## config.mk

```make
export PLATFORM = sky130hd
export DESIGN_NAME = double_ended_queue_core
export DESIGN_NICKNAME = d
export VERILOG_FILES = /design/src/sv/deq_pkg.sv /design/src/sv/double_ended_queue_core.sv /design/src/sv/deq_ctrl.sv /design/src/sv/deq_dp.sv
export SDC_FILE = /design/constraint.sdc
export NUM_CORES = 1
export LEC_CHECK = 0
export BUFFER_PORTS_ARGS = -buffer_cell sky130_fd_sc_hd__buf_2
export CORE_MARGIN = 1.5
export CORE_UTILIZATION = 55
export DETAILED_ROUTE_END_ITERATION = 7
export HOLD_SLACK_MARGIN = 0.03
export PLACE_DENSITY_LB_ADDON = 0.15
export SYNTH_ARGS = -nofsm -noshare
export SYNTH_HDL_FRONTEND = slang
export SYNTH_SLANG_ARGS = --single-unit
```

## constraint.sdc

```tcl
create_clock -name aclk -period 6.5 [get_ports aclk]
set_clock_uncertainty 0.05 [all_clocks]
set_input_delay 0 -clock aclk [delete_from_list [all_inputs] [get_ports aclk]]
set_output_delay 0 -clock aclk [all_outputs]
set_load 0.02 [all_outputs]
```

## src/sv/deq_pkg.sv

```systemverilog
package deq_pkg;

    // Default capacity of the ring store
    localparam int DEQ_DEPTH = 16;

    // Fixed field widths
    localparam int MODE_W   = 3;
    localparam int WORD_W   = 32;
    localparam int STATUS_W = 2;

    // Operation codes carried on s_tuser
    typedef enum logic [MODE_W-1:0] {
        MODE_INS_FRONT = 3'd0,
        MODE_INS_REAR  = 3'd1,
        MODE_DEL_FRONT = 3'd2,
        MODE_DEL_REAR  = 3'd3,
        MODE_ERASE     = 3'd4
    } deq_mode_t;

    // Result status codes
    typedef enum logic [STATUS_W-1:0] {
        ST_OK        = 2'd0,
        ST_OVERFLOW  = 2'd1,
        ST_UNDERFLOW = 2'd2
    } deq_status_t;

    // Controller states, one-hot
    typedef enum logic [2:0] {
        S_IDLE = 3'b001,
        S_READ = 3'b010,
        S_LOAD = 3'b100
    } deq_state_t;

    // Controller to datapath
    typedef struct packed {
        logic exec;   // apply the accepted operation to pointers, count and store
        logic rd;     // read front and rear entries of the store
        logic load;   // move the result into the output register
    } deq_cmd_t;

    // Datapath to controller
    typedef struct packed {
        logic out_busy;  // output register holds a word that is not taken this cycle
    } deq_stat_t;

endpackage

```

## src/sv/double_ended_queue_core.sv

```systemverilog
// Double-ended queue on a ring store, one operation per input word.
// An accepted operation goes through execute, store read and output load in turn;
// the load waits while the previous result is untaken;
// the next operation is accepted while a result still waits on m_tready.
// Reset (aresetn low, synchronous): pointers and count cleared, output empty;
// store contents are not cleared.
module double_ended_queue_core #(
    parameter  int DEPTH   = deq_pkg::DEQ_DEPTH,
    localparam int CW      = $clog2(DEPTH + 1),
    localparam int TDATA_W = ((2 * deq_pkg::WORD_W + deq_pkg::STATUS_W + CW + 1 + 7) / 8) * 8
) (
    input  logic                          aclk,
    input  logic                          aresetn,
    // Operation channel
    input  logic                          s_tvalid,
    output logic                          s_tready,
    input  logic [deq_pkg::WORD_W-1:0]    s_tdata,   // data
    input  logic [deq_pkg::MODE_W-1:0]    s_tuser,   // mode
    // Result channel
    output logic                          m_tvalid,
    input  logic                          m_tready,
    output logic [TDATA_W-1:0]            m_tdata    // status, front_word, rear_word,
                                                     // count, is_empty, zero fill
);
    import deq_pkg::*;

    localparam int FRONT_LSB = STATUS_W;
    localparam int REAR_LSB  = FRONT_LSB + WORD_W;
    localparam int CNT_LSB   = REAR_LSB + WORD_W;
    localparam int EMPTY_BIT = CNT_LSB + CW;

    deq_cmd_t                 cmd;
    deq_stat_t                stat;
    logic [STATUS_W-1:0]      out_status;
    logic signed [WORD_W-1:0] out_front;
    logic signed [WORD_W-1:0] out_rear;
    logic [CW-1:0]            out_count;
    logic                     out_empty;

    deq_ctrl u_ctrl (
        .aclk     (aclk),
        .aresetn  (aresetn),
        .s_tvalid (s_tvalid),
        .s_tready (s_tready),
        .stat     (stat),
        .cmd      (cmd)
    );

    deq_dp #(
        .DEPTH (DEPTH)
    ) u_dp (
        .aclk       (aclk),
        .aresetn    (aresetn),
        .cmd        (cmd),
        .stat       (stat),
        .in_mode    (s_tuser),
        .in_data    (s_tdata),
        .m_tready   (m_tready),
        .m_tvalid   (m_tvalid),
        .out_status (out_status),
        .out_front  (out_front),
        .out_rear   (out_rear),
        .out_count  (out_count),
        .out_empty  (out_empty)
    );

    // Pack the result word, zero fill on top
    assign m_tdata = TDATA_W'({out_empty, out_count, out_rear, out_front, out_status});

`ifndef SYNTHESIS
    // Count never exceeds capacity
    a_count_range: assert property (@(posedge aclk) disable iff (!aresetn)
        m_tvalid |-> (m_tdata[CNT_LSB +: CW] <= CW'(DEPTH)))
        else $error("result count above capacity");

    // Empty flag agrees with count
    a_empty_count: assert property (@(posedge aclk) disable iff (!aresetn)
        m_tvalid |-> (m_tdata[EMPTY_BIT] == (m_tdata[CNT_LSB +: CW] == '0)))
        else $error("empty flag disagrees with count");

    // Empty deque reports all-ones words
    a_empty_words: assert property (@(posedge aclk) disable iff (!aresetn)
        (m_tvalid && m_tdata[EMPTY_BIT]) |->
            ((m_tdata[FRONT_LSB +: WORD_W] == '1) && (m_tdata[REAR_LSB +: WORD_W] == '1)))
        else $error("empty result with stored words");

    // One operation in flight: no accept right after an accept
    a_one_in_flight: assert property (@(posedge aclk) disable iff (!aresetn)
        (s_tvalid && s_tready) |=> !s_tready)
        else $error("operation accepted while another is in progress");
`endif

endmodule

```

## src/sv/deq_ctrl.sv

```systemverilog
module deq_ctrl (
    input  logic               aclk,
    input  logic               aresetn,
    input  logic               s_tvalid,
    output logic               s_tready,
    input  deq_pkg::deq_stat_t stat,
    output deq_pkg::deq_cmd_t  cmd
);
    import deq_pkg::*;

    deq_state_t state_reg;
    deq_state_t state_next;

    // Next state and commands
    always_comb begin
        state_next = state_reg;
        cmd        = '0;
        s_tready   = 1'b0;
        unique case (state_reg)
            S_IDLE: begin
                s_tready = 1'b1;
                if (s_tvalid) begin
                    cmd.exec   = 1'b1;
                    state_next = S_READ;
                end
            end
            S_READ: begin
                cmd.rd     = 1'b1;
                state_next = S_LOAD;
            end
            S_LOAD: begin
                if (!stat.out_busy) begin
                    cmd.load   = 1'b1;
                    state_next = S_IDLE;
                end
            end
            default: begin
                state_next = S_IDLE;
            end
        endcase
    end

    always_ff @(posedge aclk) begin
        if (!aresetn) begin
            state_reg <= S_IDLE;
        end else begin
            state_reg <= state_next;
        end
    end

endmodule

```

## src/sv/deq_dp.sv

```systemverilog
module deq_dp #(
    parameter  int DEPTH = deq_pkg::DEQ_DEPTH,
    localparam int CW    = $clog2(DEPTH + 1)
) (
    input  logic                                aclk,
    input  logic                                aresetn,
    input  deq_pkg::deq_cmd_t                   cmd,
    output deq_pkg::deq_stat_t                  stat,
    input  logic [deq_pkg::MODE_W-1:0]          in_mode,
    input  logic signed [deq_pkg::WORD_W-1:0]   in_data,
    input  logic                                m_tready,
    output logic                                m_tvalid,
    output logic [deq_pkg::STATUS_W-1:0]        out_status,
    output logic signed [deq_pkg::WORD_W-1:0]   out_front,
    output logic signed [deq_pkg::WORD_W-1:0]   out_rear,
    output logic [CW-1:0]                       out_count,
    output logic                                out_empty
);
    import deq_pkg::*;

    localparam int AW = $clog2(DEPTH);
    localparam logic [AW-1:0] LAST_IDX = AW'(DEPTH - 1);
    localparam logic [CW-1:0] FULL_CNT = CW'(DEPTH);

    // Ring store
    logic signed [WORD_W-1:0] mem [DEPTH];

    logic [AW-1:0]            head_reg, head_next;
    logic [AW-1:0]            tail_reg, tail_next;
    logic [CW-1:0]            fill_reg, fill_next;
    logic [STATUS_W-1:0]      st_reg, st_next;
    logic                     we;
    logic [AW-1:0]            waddr;
    logic signed [WORD_W-1:0] front_rd_reg, rear_rd_reg;
    logic                     out_valid_reg, out_valid_next;
    logic [STATUS_W-1:0]      out_status_reg;
    logic signed [WORD_W-1:0] out_front_reg, out_rear_reg;
    logic [CW-1:0]            out_count_reg;
    logic                     out_empty_reg;
    logic                     full, empty;

    function automatic logic [AW-1:0] idx_inc(input logic [AW-1:0] i);
        return (i == LAST_IDX) ? '0 : i + 1'b1;
    endfunction

    function automatic logic [AW-1:0] idx_dec(input logic [AW-1:0] i);
        return (i == '0) ? LAST_IDX : i - 1'b1;
    endfunction

    assign full  = (fill_reg == FULL_CNT);
    assign empty = (fill_reg == '0);

    // Operation: pointer, count and status update, store write
    always_comb begin
        head_next = head_reg;
        tail_next = tail_reg;
        fill_next = fill_reg;
        st_next   = st_reg;
        we        = 1'b0;
        waddr     = head_reg;
        if (cmd.exec) begin
            st_next = ST_OK;
            unique case (in_mode)
                MODE_INS_FRONT, MODE_INS_REAR: begin
                    if (full) begin
                        st_next = ST_OVERFLOW;
                    end else begin
                        we        = 1'b1;
                        fill_next = fill_reg + 1'b1;
                        if (empty) begin
                            tail_next = head_reg;
                            waddr     = head_reg;
                        end else if (in_mode == MODE_INS_FRONT) begin
                            head_next = idx_dec(head_reg);
                            waddr     = head_next;
                        end else begin
                            tail_next = idx_inc(tail_reg);
                            waddr     = tail_next;
                        end
                    end
                end
                MODE_DEL_FRONT, MODE_DEL_REAR: begin
                    if (empty) begin
                        st_next = ST_UNDERFLOW;
                    end else begin
                        fill_next = fill_reg - 1'b1;
                        if (fill_reg != CW'(1)) begin
                            if (in_mode == MODE_DEL_FRONT) begin
                                head_next = idx_inc(head_reg);
                            end else begin
                                tail_next = idx_dec(tail_reg);
                            end
                        end
                    end
                end
                MODE_ERASE: begin
                    fill_next = '0;
                    head_next = '0;
                    tail_next = '0;
                end
                default: begin
                end
            endcase
        end
    end

    // Control state
    always_ff @(posedge aclk) begin
        if (!aresetn) begin
            head_reg <= '0;
            tail_reg <= '0;
            fill_reg <= '0;
        end else begin
            head_reg <= head_next;
            tail_reg <= tail_next;
            fill_reg <= fill_next;
        end
    end

    // Status of the last operation
    always_ff @(posedge aclk) begin
        st_reg <= st_next;
    end

    // Store write and registered reads at head and tail
    always_ff @(posedge aclk) begin
        if (we) begin
            mem[waddr] <= in_data;
        end
        if (cmd.rd) begin
            front_rd_reg <= mem[head_reg];
            rear_rd_reg  <= mem[tail_reg];
        end
    end

    // Output register
    always_comb begin
        out_valid_next = out_valid_reg;
        if (cmd.load) begin
            out_valid_next = 1'b1;
        end else if (m_tready) begin
            out_valid_next = 1'b0;
        end
    end

    always_ff @(posedge aclk) begin
        if (!aresetn) begin
            out_valid_reg <= 1'b0;
        end else begin
            out_valid_reg <= out_valid_next;
        end
    end

    always_ff @(posedge aclk) begin
        if (cmd.load) begin
            out_status_reg <= st_reg;
            out_front_reg  <= empty ? '1 : front_rd_reg;
            out_rear_reg   <= empty ? '1 : rear_rd_reg;
            out_count_reg  <= fill_reg;
            out_empty_reg  <= empty;
        end
    end

    assign stat.out_busy = out_valid_reg && !m_tready;
    assign m_tvalid      = out_valid_reg;
    assign out_status    = out_status_reg;
    assign out_front     = out_front_reg;
    assign out_rear      = out_rear_reg;
    assign out_count     = out_count_reg;
    assign out_empty     = out_empty_reg;

endmodule
```

Word-level counts from Yosys, hierarchy flattened
Memory sizes are Yosys's and may differ from the RTL's. A register that Yosys moved wholly into a read port is not among the register bits.
Cells that the tools add are included.
Storage, ports and cells
  register bits: 91
  bits in latches: 0
  bits in writable memories: 512
  ROM bits: 0
  input bits: 39
  output and inout bits: 74
  logic and storage cells: 98
  memories kept: 1
Operators by class
  add/subtract/negate cells: 6
  multipliers: 0
  div/mod/pow operators: 0
  order comparisons: 0
  equal/unequal tests: 21
  shifts and indexed selects: 0
  multiplexer cells: 45
  bitwise operators: 0
  reductions and logical operators: 14
Memory list
  u_dp.mem: depth 16, width 32, read ports 2, clocked after Yosys merged registers in 2, write ports 1, line deq_dp.sv:26  | logic signed [WORD_W-1:0] mem [DEPTH];
Operators by type and width (number)
  4-bit two-way mux: 21
  4-bit one-hot mux with 3 select lines: 2
  5-bit one-hot mux with 3 select lines: 1
  1-bit two-way mux: 14
  2-bit inequality test, second input constant: 6
  5-bit two-way mux: 2
  3-bit by 2-bit equality test with 1-bit output, second input constant: 3
  3-bit one-hot mux with 3 select lines: 1
  4-bit by 1-bit adder with 4-bit output, second input constant: 2
  4-bit equality test, second input constant: 2
  4-bit zero test: 2
  8-bit AND reduction: 1
  4-bit by 1-bit subtractor with 4-bit output, second input constant: 2
  7-bit AND reduction: 1
  3-bit by 1-bit equality test with 1-bit output, second input constant: 2
  3-bit equality test, second input constant: 2
  3-bit two-way mux: 2
  2-bit by 1-bit inequality test with 1-bit output, second input constant: 3
  5-bit by 1-bit adder with 5-bit output, second input constant: 1
  5-bit equality test, second input constant: 1
  5-bit zero test: 1
  5-bit by 1-bit inequality test with 1-bit output, second input constant: 1
  5-bit by 1-bit subtractor with 5-bit output, second input constant: 1
  2-bit one-hot mux with 2 select lines: 1
  other kinds (10): 11

Logic depth before layout (Yosys ltp)
  depth in word-level cells: 7
  depth in mapped cells: 10
  mapped depth without buffers: 8

Hierarchy
From an unflattened synthesis, not the netlist that was laid out.
Second synthesis, totals
  cells, all modules: 1503
  area total of the unflattened synthesis: 29544.6 µm²
Modules (own cells, without submodules)
  deq_dp: times used 1, cells each 1487, area an instance 29368.2 µm²
  deq_ctrl: times used 1, cells each 15, area an instance 168.9 µm²
  double_ended_queue_core: times used 1, cells each 1, area an instance 7.5 µm²

Least setup slack after synthesis
OpenSTA, ideal clock, no wires.
  kind: reg2reg
  start point: register u_dp.tail_reg[1]
  end point: memory u_dp.mem[11][0] (enable)
  library setup time: 461 ps
  arrival time: 4201 ps
  required time: 5989 ps
  path slack: 1788 ps
  stages on the path, launching flop included: 10
  buffers on the path: 3
  clock period less this slack: 4712 ps
  path through: dfxtp_1 clkbuf_1 buf_2 clkinv_1 clkbuf_1 ha_1 a211o_1 and3_1 nand2b_1 nor3_1
On the way
  longest elaborated chain between the ends: 7
  elaborated cells between the ends (all ways): 8
  classes of those cells: add/sub: 1; eq/ne: 1; mux: 6
Ends and longest elaborated chain
  start: declaration: line deq_dp.sv:29  | logic [AW-1:0] tail_reg, tail_next;
  start signal: assignment: line deq_dp.sv:115  | tail_reg <= tail_next;
  4-bit by 1-bit adder with 4-bit output or 4-bit equality test (tied branches): line deq_dp.sv:43  | return (i == LAST_IDX) ? '0 : i + 1'b1;
  4-bit two-way mux (*): line deq_dp.sv:43
  4-bit two-way mux (*): line deq_dp.sv:73  | end else if (in_mode == MODE_INS_FRONT) begin
  4-bit two-way mux (*): line deq_dp.sv:70  | if (empty) begin
  4-bit two-way mux (*): line deq_dp.sv:65  | if (full) begin
  4-bit two-way mux (*): line deq_dp.sv:63  | unique case (in_mode)
  4-bit two-way mux (*): line deq_dp.sv:61  | if (cmd.exec) begin
  end: declaration: line deq_dp.sv:26
Mark *: on every way between the ends. The rest lies on a longest branch, timed or not.

Worst setup path after layout
  start point: register u_dp.head_reg[1]
  end point: memory u_dp.mem[15][23] (enable)
On the way
  longest elaborated chain between the ends: 7
  elaborated cells between the ends (all ways): 8
  classes of those cells: add/sub: 1; mux: 6; reduce/logical: 1
Ends and longest elaborated chain
  start: declaration: line deq_dp.sv:28  | logic [AW-1:0] head_reg, head_next;
  start signal: assignment: line deq_dp.sv:114  | head_reg <= head_next;
  4-bit by 1-bit subtractor with 4-bit output or 4-bit zero test (tied branches): line deq_dp.sv:47  | return (i == '0) ? LAST_IDX : i - 1'b1;
  4-bit two-way mux: line deq_dp.sv:47
  4-bit two-way mux: line deq_dp.sv:73
  4-bit two-way mux: line deq_dp.sv:70
  4-bit two-way mux: line deq_dp.sv:65
  4-bit two-way mux: line deq_dp.sv:63
  4-bit two-way mux (*): line deq_dp.sv:61
Marks and branches as above.

==> summary.md <==
| Metric | Value |
|---|---|
| Num ports | 113 |
| Status | finished clean |
| Max-cap viol count | 0 |
| DRT Pass-1 Iters | 5 |
| Min Tclk post-route | 4.425 ns |
| Routed len/inst | 28.56 um |
| Synth Net Count | between 1,500 and 2,000 |
| GRT Residual Overflow | 0 |
| DRT iter0 DRCs | 1,583 |
| TritonCTS clock tree | built |
| F_max | 226.0 MHz |
| Hold Violations, Final | 0 |
| Area Overhead vs Synth | 13.77% |
| Fin nets | 1,672 |
| Total core area | 52,660 um2 |
| Antenna-violating nets left | 0 |
| # setup viols final | 0 |
| Vias in the first global route | 15,770 |
| Placed inst area | between 30,000 and 40,000 um2 |
| Detail Placement HPWL | roughly 38,000 um |
| Dpl ws | about 2.1 ns |
| CTS Sinks | between 600 and 700 |
| Hold buffer count at CTS | 39 |
| CTS Buffer Depth | 3 |
| Slew HR | 17.67% |
| CP max FO | 65 |
| Worst skew pair latency | 0.62 ns |
| Synth Area in Adders | 0.3412% |
| Leak pwr | between 10 and 15 nW |
| PnR worst setup slack | 2.075 ns |
| Peak VDD IR | 217.5 uV |
| Total CTS buffers | 70 |
| Initial antenna violation count | 0 |
| DIE WIDTH | 233.9 um |
| Fillcell total | 3,541 |
| Post-synthesis mux area share | 22.28% |
| Seq/Total Area, Yosys | between 60% and 70% |
| Post-Synth XOR/XNOR Area | less than 1% |
| Slew Viols, Final | 0 |
| WP data arrival | about 4.6 ns |
| Post-Syn Instances | 1,481 |
| Syn avg cell area | 19.81 um2 |
| First-pass GRT wire length | around 100,000 um |
| Ant. Diodes | 0 |
| Site Rows | 84 |
| Critical path type | flip-flop to flip-flop |
| Mapped Area | just under 30,000 um2 |
| Number of synthesized flops with an enable pin | 650 |
| Total power | 9.587 mW |
| Area fraction in compound gates after synthesis | 3.156% |
| Synth Area in Simple Gates | 4.589% |
| CTS resizes | 0 |
| RSZ-0062 raised after global routing | false |
| Yosys reg bits | 667 |
| Yosys warns | 0 |
| Gpl congestion | 0.8557 |
| Pwr/cell area | 287.3 nW/um2 |
| Largest net degree at the start of global routing | 95 |
| WL final | 67,570 um |
| Vias post-DR | approximately 15,000 |
| Final Cycle Share | around 68% |
| Die H | roughly 230 um |
| Starting Density | 55.71% |
| CP required | around 6.7 ns |
| DR DRC count | 0 |
| Largest family of logic cells by synthesized area | multiplexers |
| IO buf count | 112 |
| Hold crit path type | input port to flip-flop |
| Post-route setup TNS | 0 ns |
| Gr usage total | 25.80% |
| H-tree levels | 3 |
| Worst Max-Slew Pin Slew | between 1 and 1.5 ns |
| Post-route core utilization | 63.38% |
| CP Capture Type | flip-flop |
| Startpoint type of the worst setup path | flip-flop |
| Worst-path clk slew | approximately 0.060 ns |
| Fin area | 33,370 um2 |
| Max reg flops | 512 |
| Layout cells sized above 1 | about a third |
| CTS Root Cell | clkbuf_16 |
| Async S/R FF share, synth | 0% |
| Most flop-heavy register | u_dp.mem |
| Setup Buffers After CTS | 0 |
| Commonest register cell after synthesis | edfxtp_1 |
| Die Area | 54,730 um2 |
| Vias/cell | 6.525 |
| Number of library cell types mapped by synthesis | 59 |
[final timing paths]
path / startpoint / endpoint / slack (ns) / cells past startpoint
worst max-delay path: u_dp.head_reg[1]$_SDFFE_PN0P_ / u_dp.mem[15][23]$_DFFE_PP_ / 2.07 / 8
worst max register to register: u_dp.head_reg[1]$_SDFFE_PN0P_ / u_dp.mem[15][23]$_DFFE_PP_ / 2.07 / 8
worst min register to register: u_dp.st_reg[0]$_DFFE_PP_ / u_dp.out_status[0]$_DFFE_PP_ / 0.37 / 0
worst min-delay path: aresetn / u_dp.fill_reg[2]$_SDFFE_PN0P_ / 0.23 / 3
[cell usage in the layout, fill, tap and decap left out, drive strengths merged, types with 3 or more instances in the layout]
master,Yosys,layout
dlygate4sd3,0,39
nand2b,68,68
clkinv,4,31
ha,8,8
mux2i,6,6
clkbuf,59,82
nor3b,3,3
a21oi,19,19
nand3b,4,4
or3b,3,3
nor2b,40,40
dfxtp,17,17
nand2,80,80
nor3,6,6
edfxtp,650,650
mux4,287,287
o22ai,4,4
a211oi,40,40
and2,3,3
nand3,9,9
or3,4,4
a31oi,35,35
nor2,25,25
buf,51,143
o21ai,13,13
and3,5,5
bufinv,0,8
clkinvlp,0,5
inv,7,10
o31ai,3,3
[area by class of cell]
type	count	area, um2	area share [%]
Clock buffer	82	1882	5.638
Timing Repair Buffer	182	1209	3.622
Sequential cell	667	19880	59.57
Multi-Input combinational cell	693	9067	27.17
Tap cell	688	860.8	2.579
Inverter	11	46.29	0.1387
Clock inverter	43	429.2	1.286
[metal layers]
metal,vias up,global-route usage [%],share of wire (%)
li1,6520,-,-
met5,-,0,0
met1,8176,36.41,40
met2,636,42.16,50
met4,0,7.672,2.4
met3,105,4.061,7.0
[kinds of logic after synthesis]
kind of cell / count (synthesis)
buffers and inverters: 121
adders and majority gates: 8
DFF: 667
xor gates and xnor gates: 4
muxes: 294
AOI/OAI and AO/OA: 132
and+or+nand+nor: 255
[critical path, stage by stage (launching register included)]
cell	delay, ns
dfxtp_4	0.65
inv_1	0.32
ha_1	0.34
or3b_2	0.49
a21o_1	0.21
a41oi_1	0.52
nand3_1	0.31
nor2_4	0.66
buf_4	0.48
[metrics by stage]
step,instances,hold WS [ns]
3_5_place_dp,2202,0.2650
2_1_floorplan,1481,0.04887
6_report,2366,0.2296
3_3_place_gp,2202,0.2615
4_1_cts,2366,0.2055
5_1_grt,2366,0.2623
[synthesized netlist by cell type, types with 3 or more instances]
master      n  area share [%]
buf_1      12            0.15
mux2i_1     6            0.20
clkinv_1    3           0.038
edfxtp_1  650              67
nand2_1    80             1.0
ha_1        8            0.34
and3_1      5            0.11
nand2b_1   68             1.5
a211oi_1   38            0.97
or3b_2      3           0.090
o21ai_0    10            0.17
and2_1      3           0.064
buf_4       5            0.13
nor2b_1    40            0.85
nand3b_1    4            0.10
nor2_1     25            0.32
nor3_1      6            0.10
a31oi_1    35            0.75
inv_1       7           0.090
nor3b_1     3           0.077
or3_1       4           0.085
mux4_2    287              22
dfxtp_1    17             1.2
a21oi_1    19            0.32
nand3_1     9            0.15
o22ai_1     4           0.085
buf_2      32            0.55
clkbuf_1   59            0.75
[power breakdown]
part	total [mW]	leakage (nW)	switching, mW	internal (mW)
clock	4.01	1.12	1.62	2.39
combinational	0.740	3.17	0.398	0.341
sequential	4.84	5.98	0.0630	4.77
total	9.59	10.3	2.08	7.50
(Power assumes the default switching activity.)
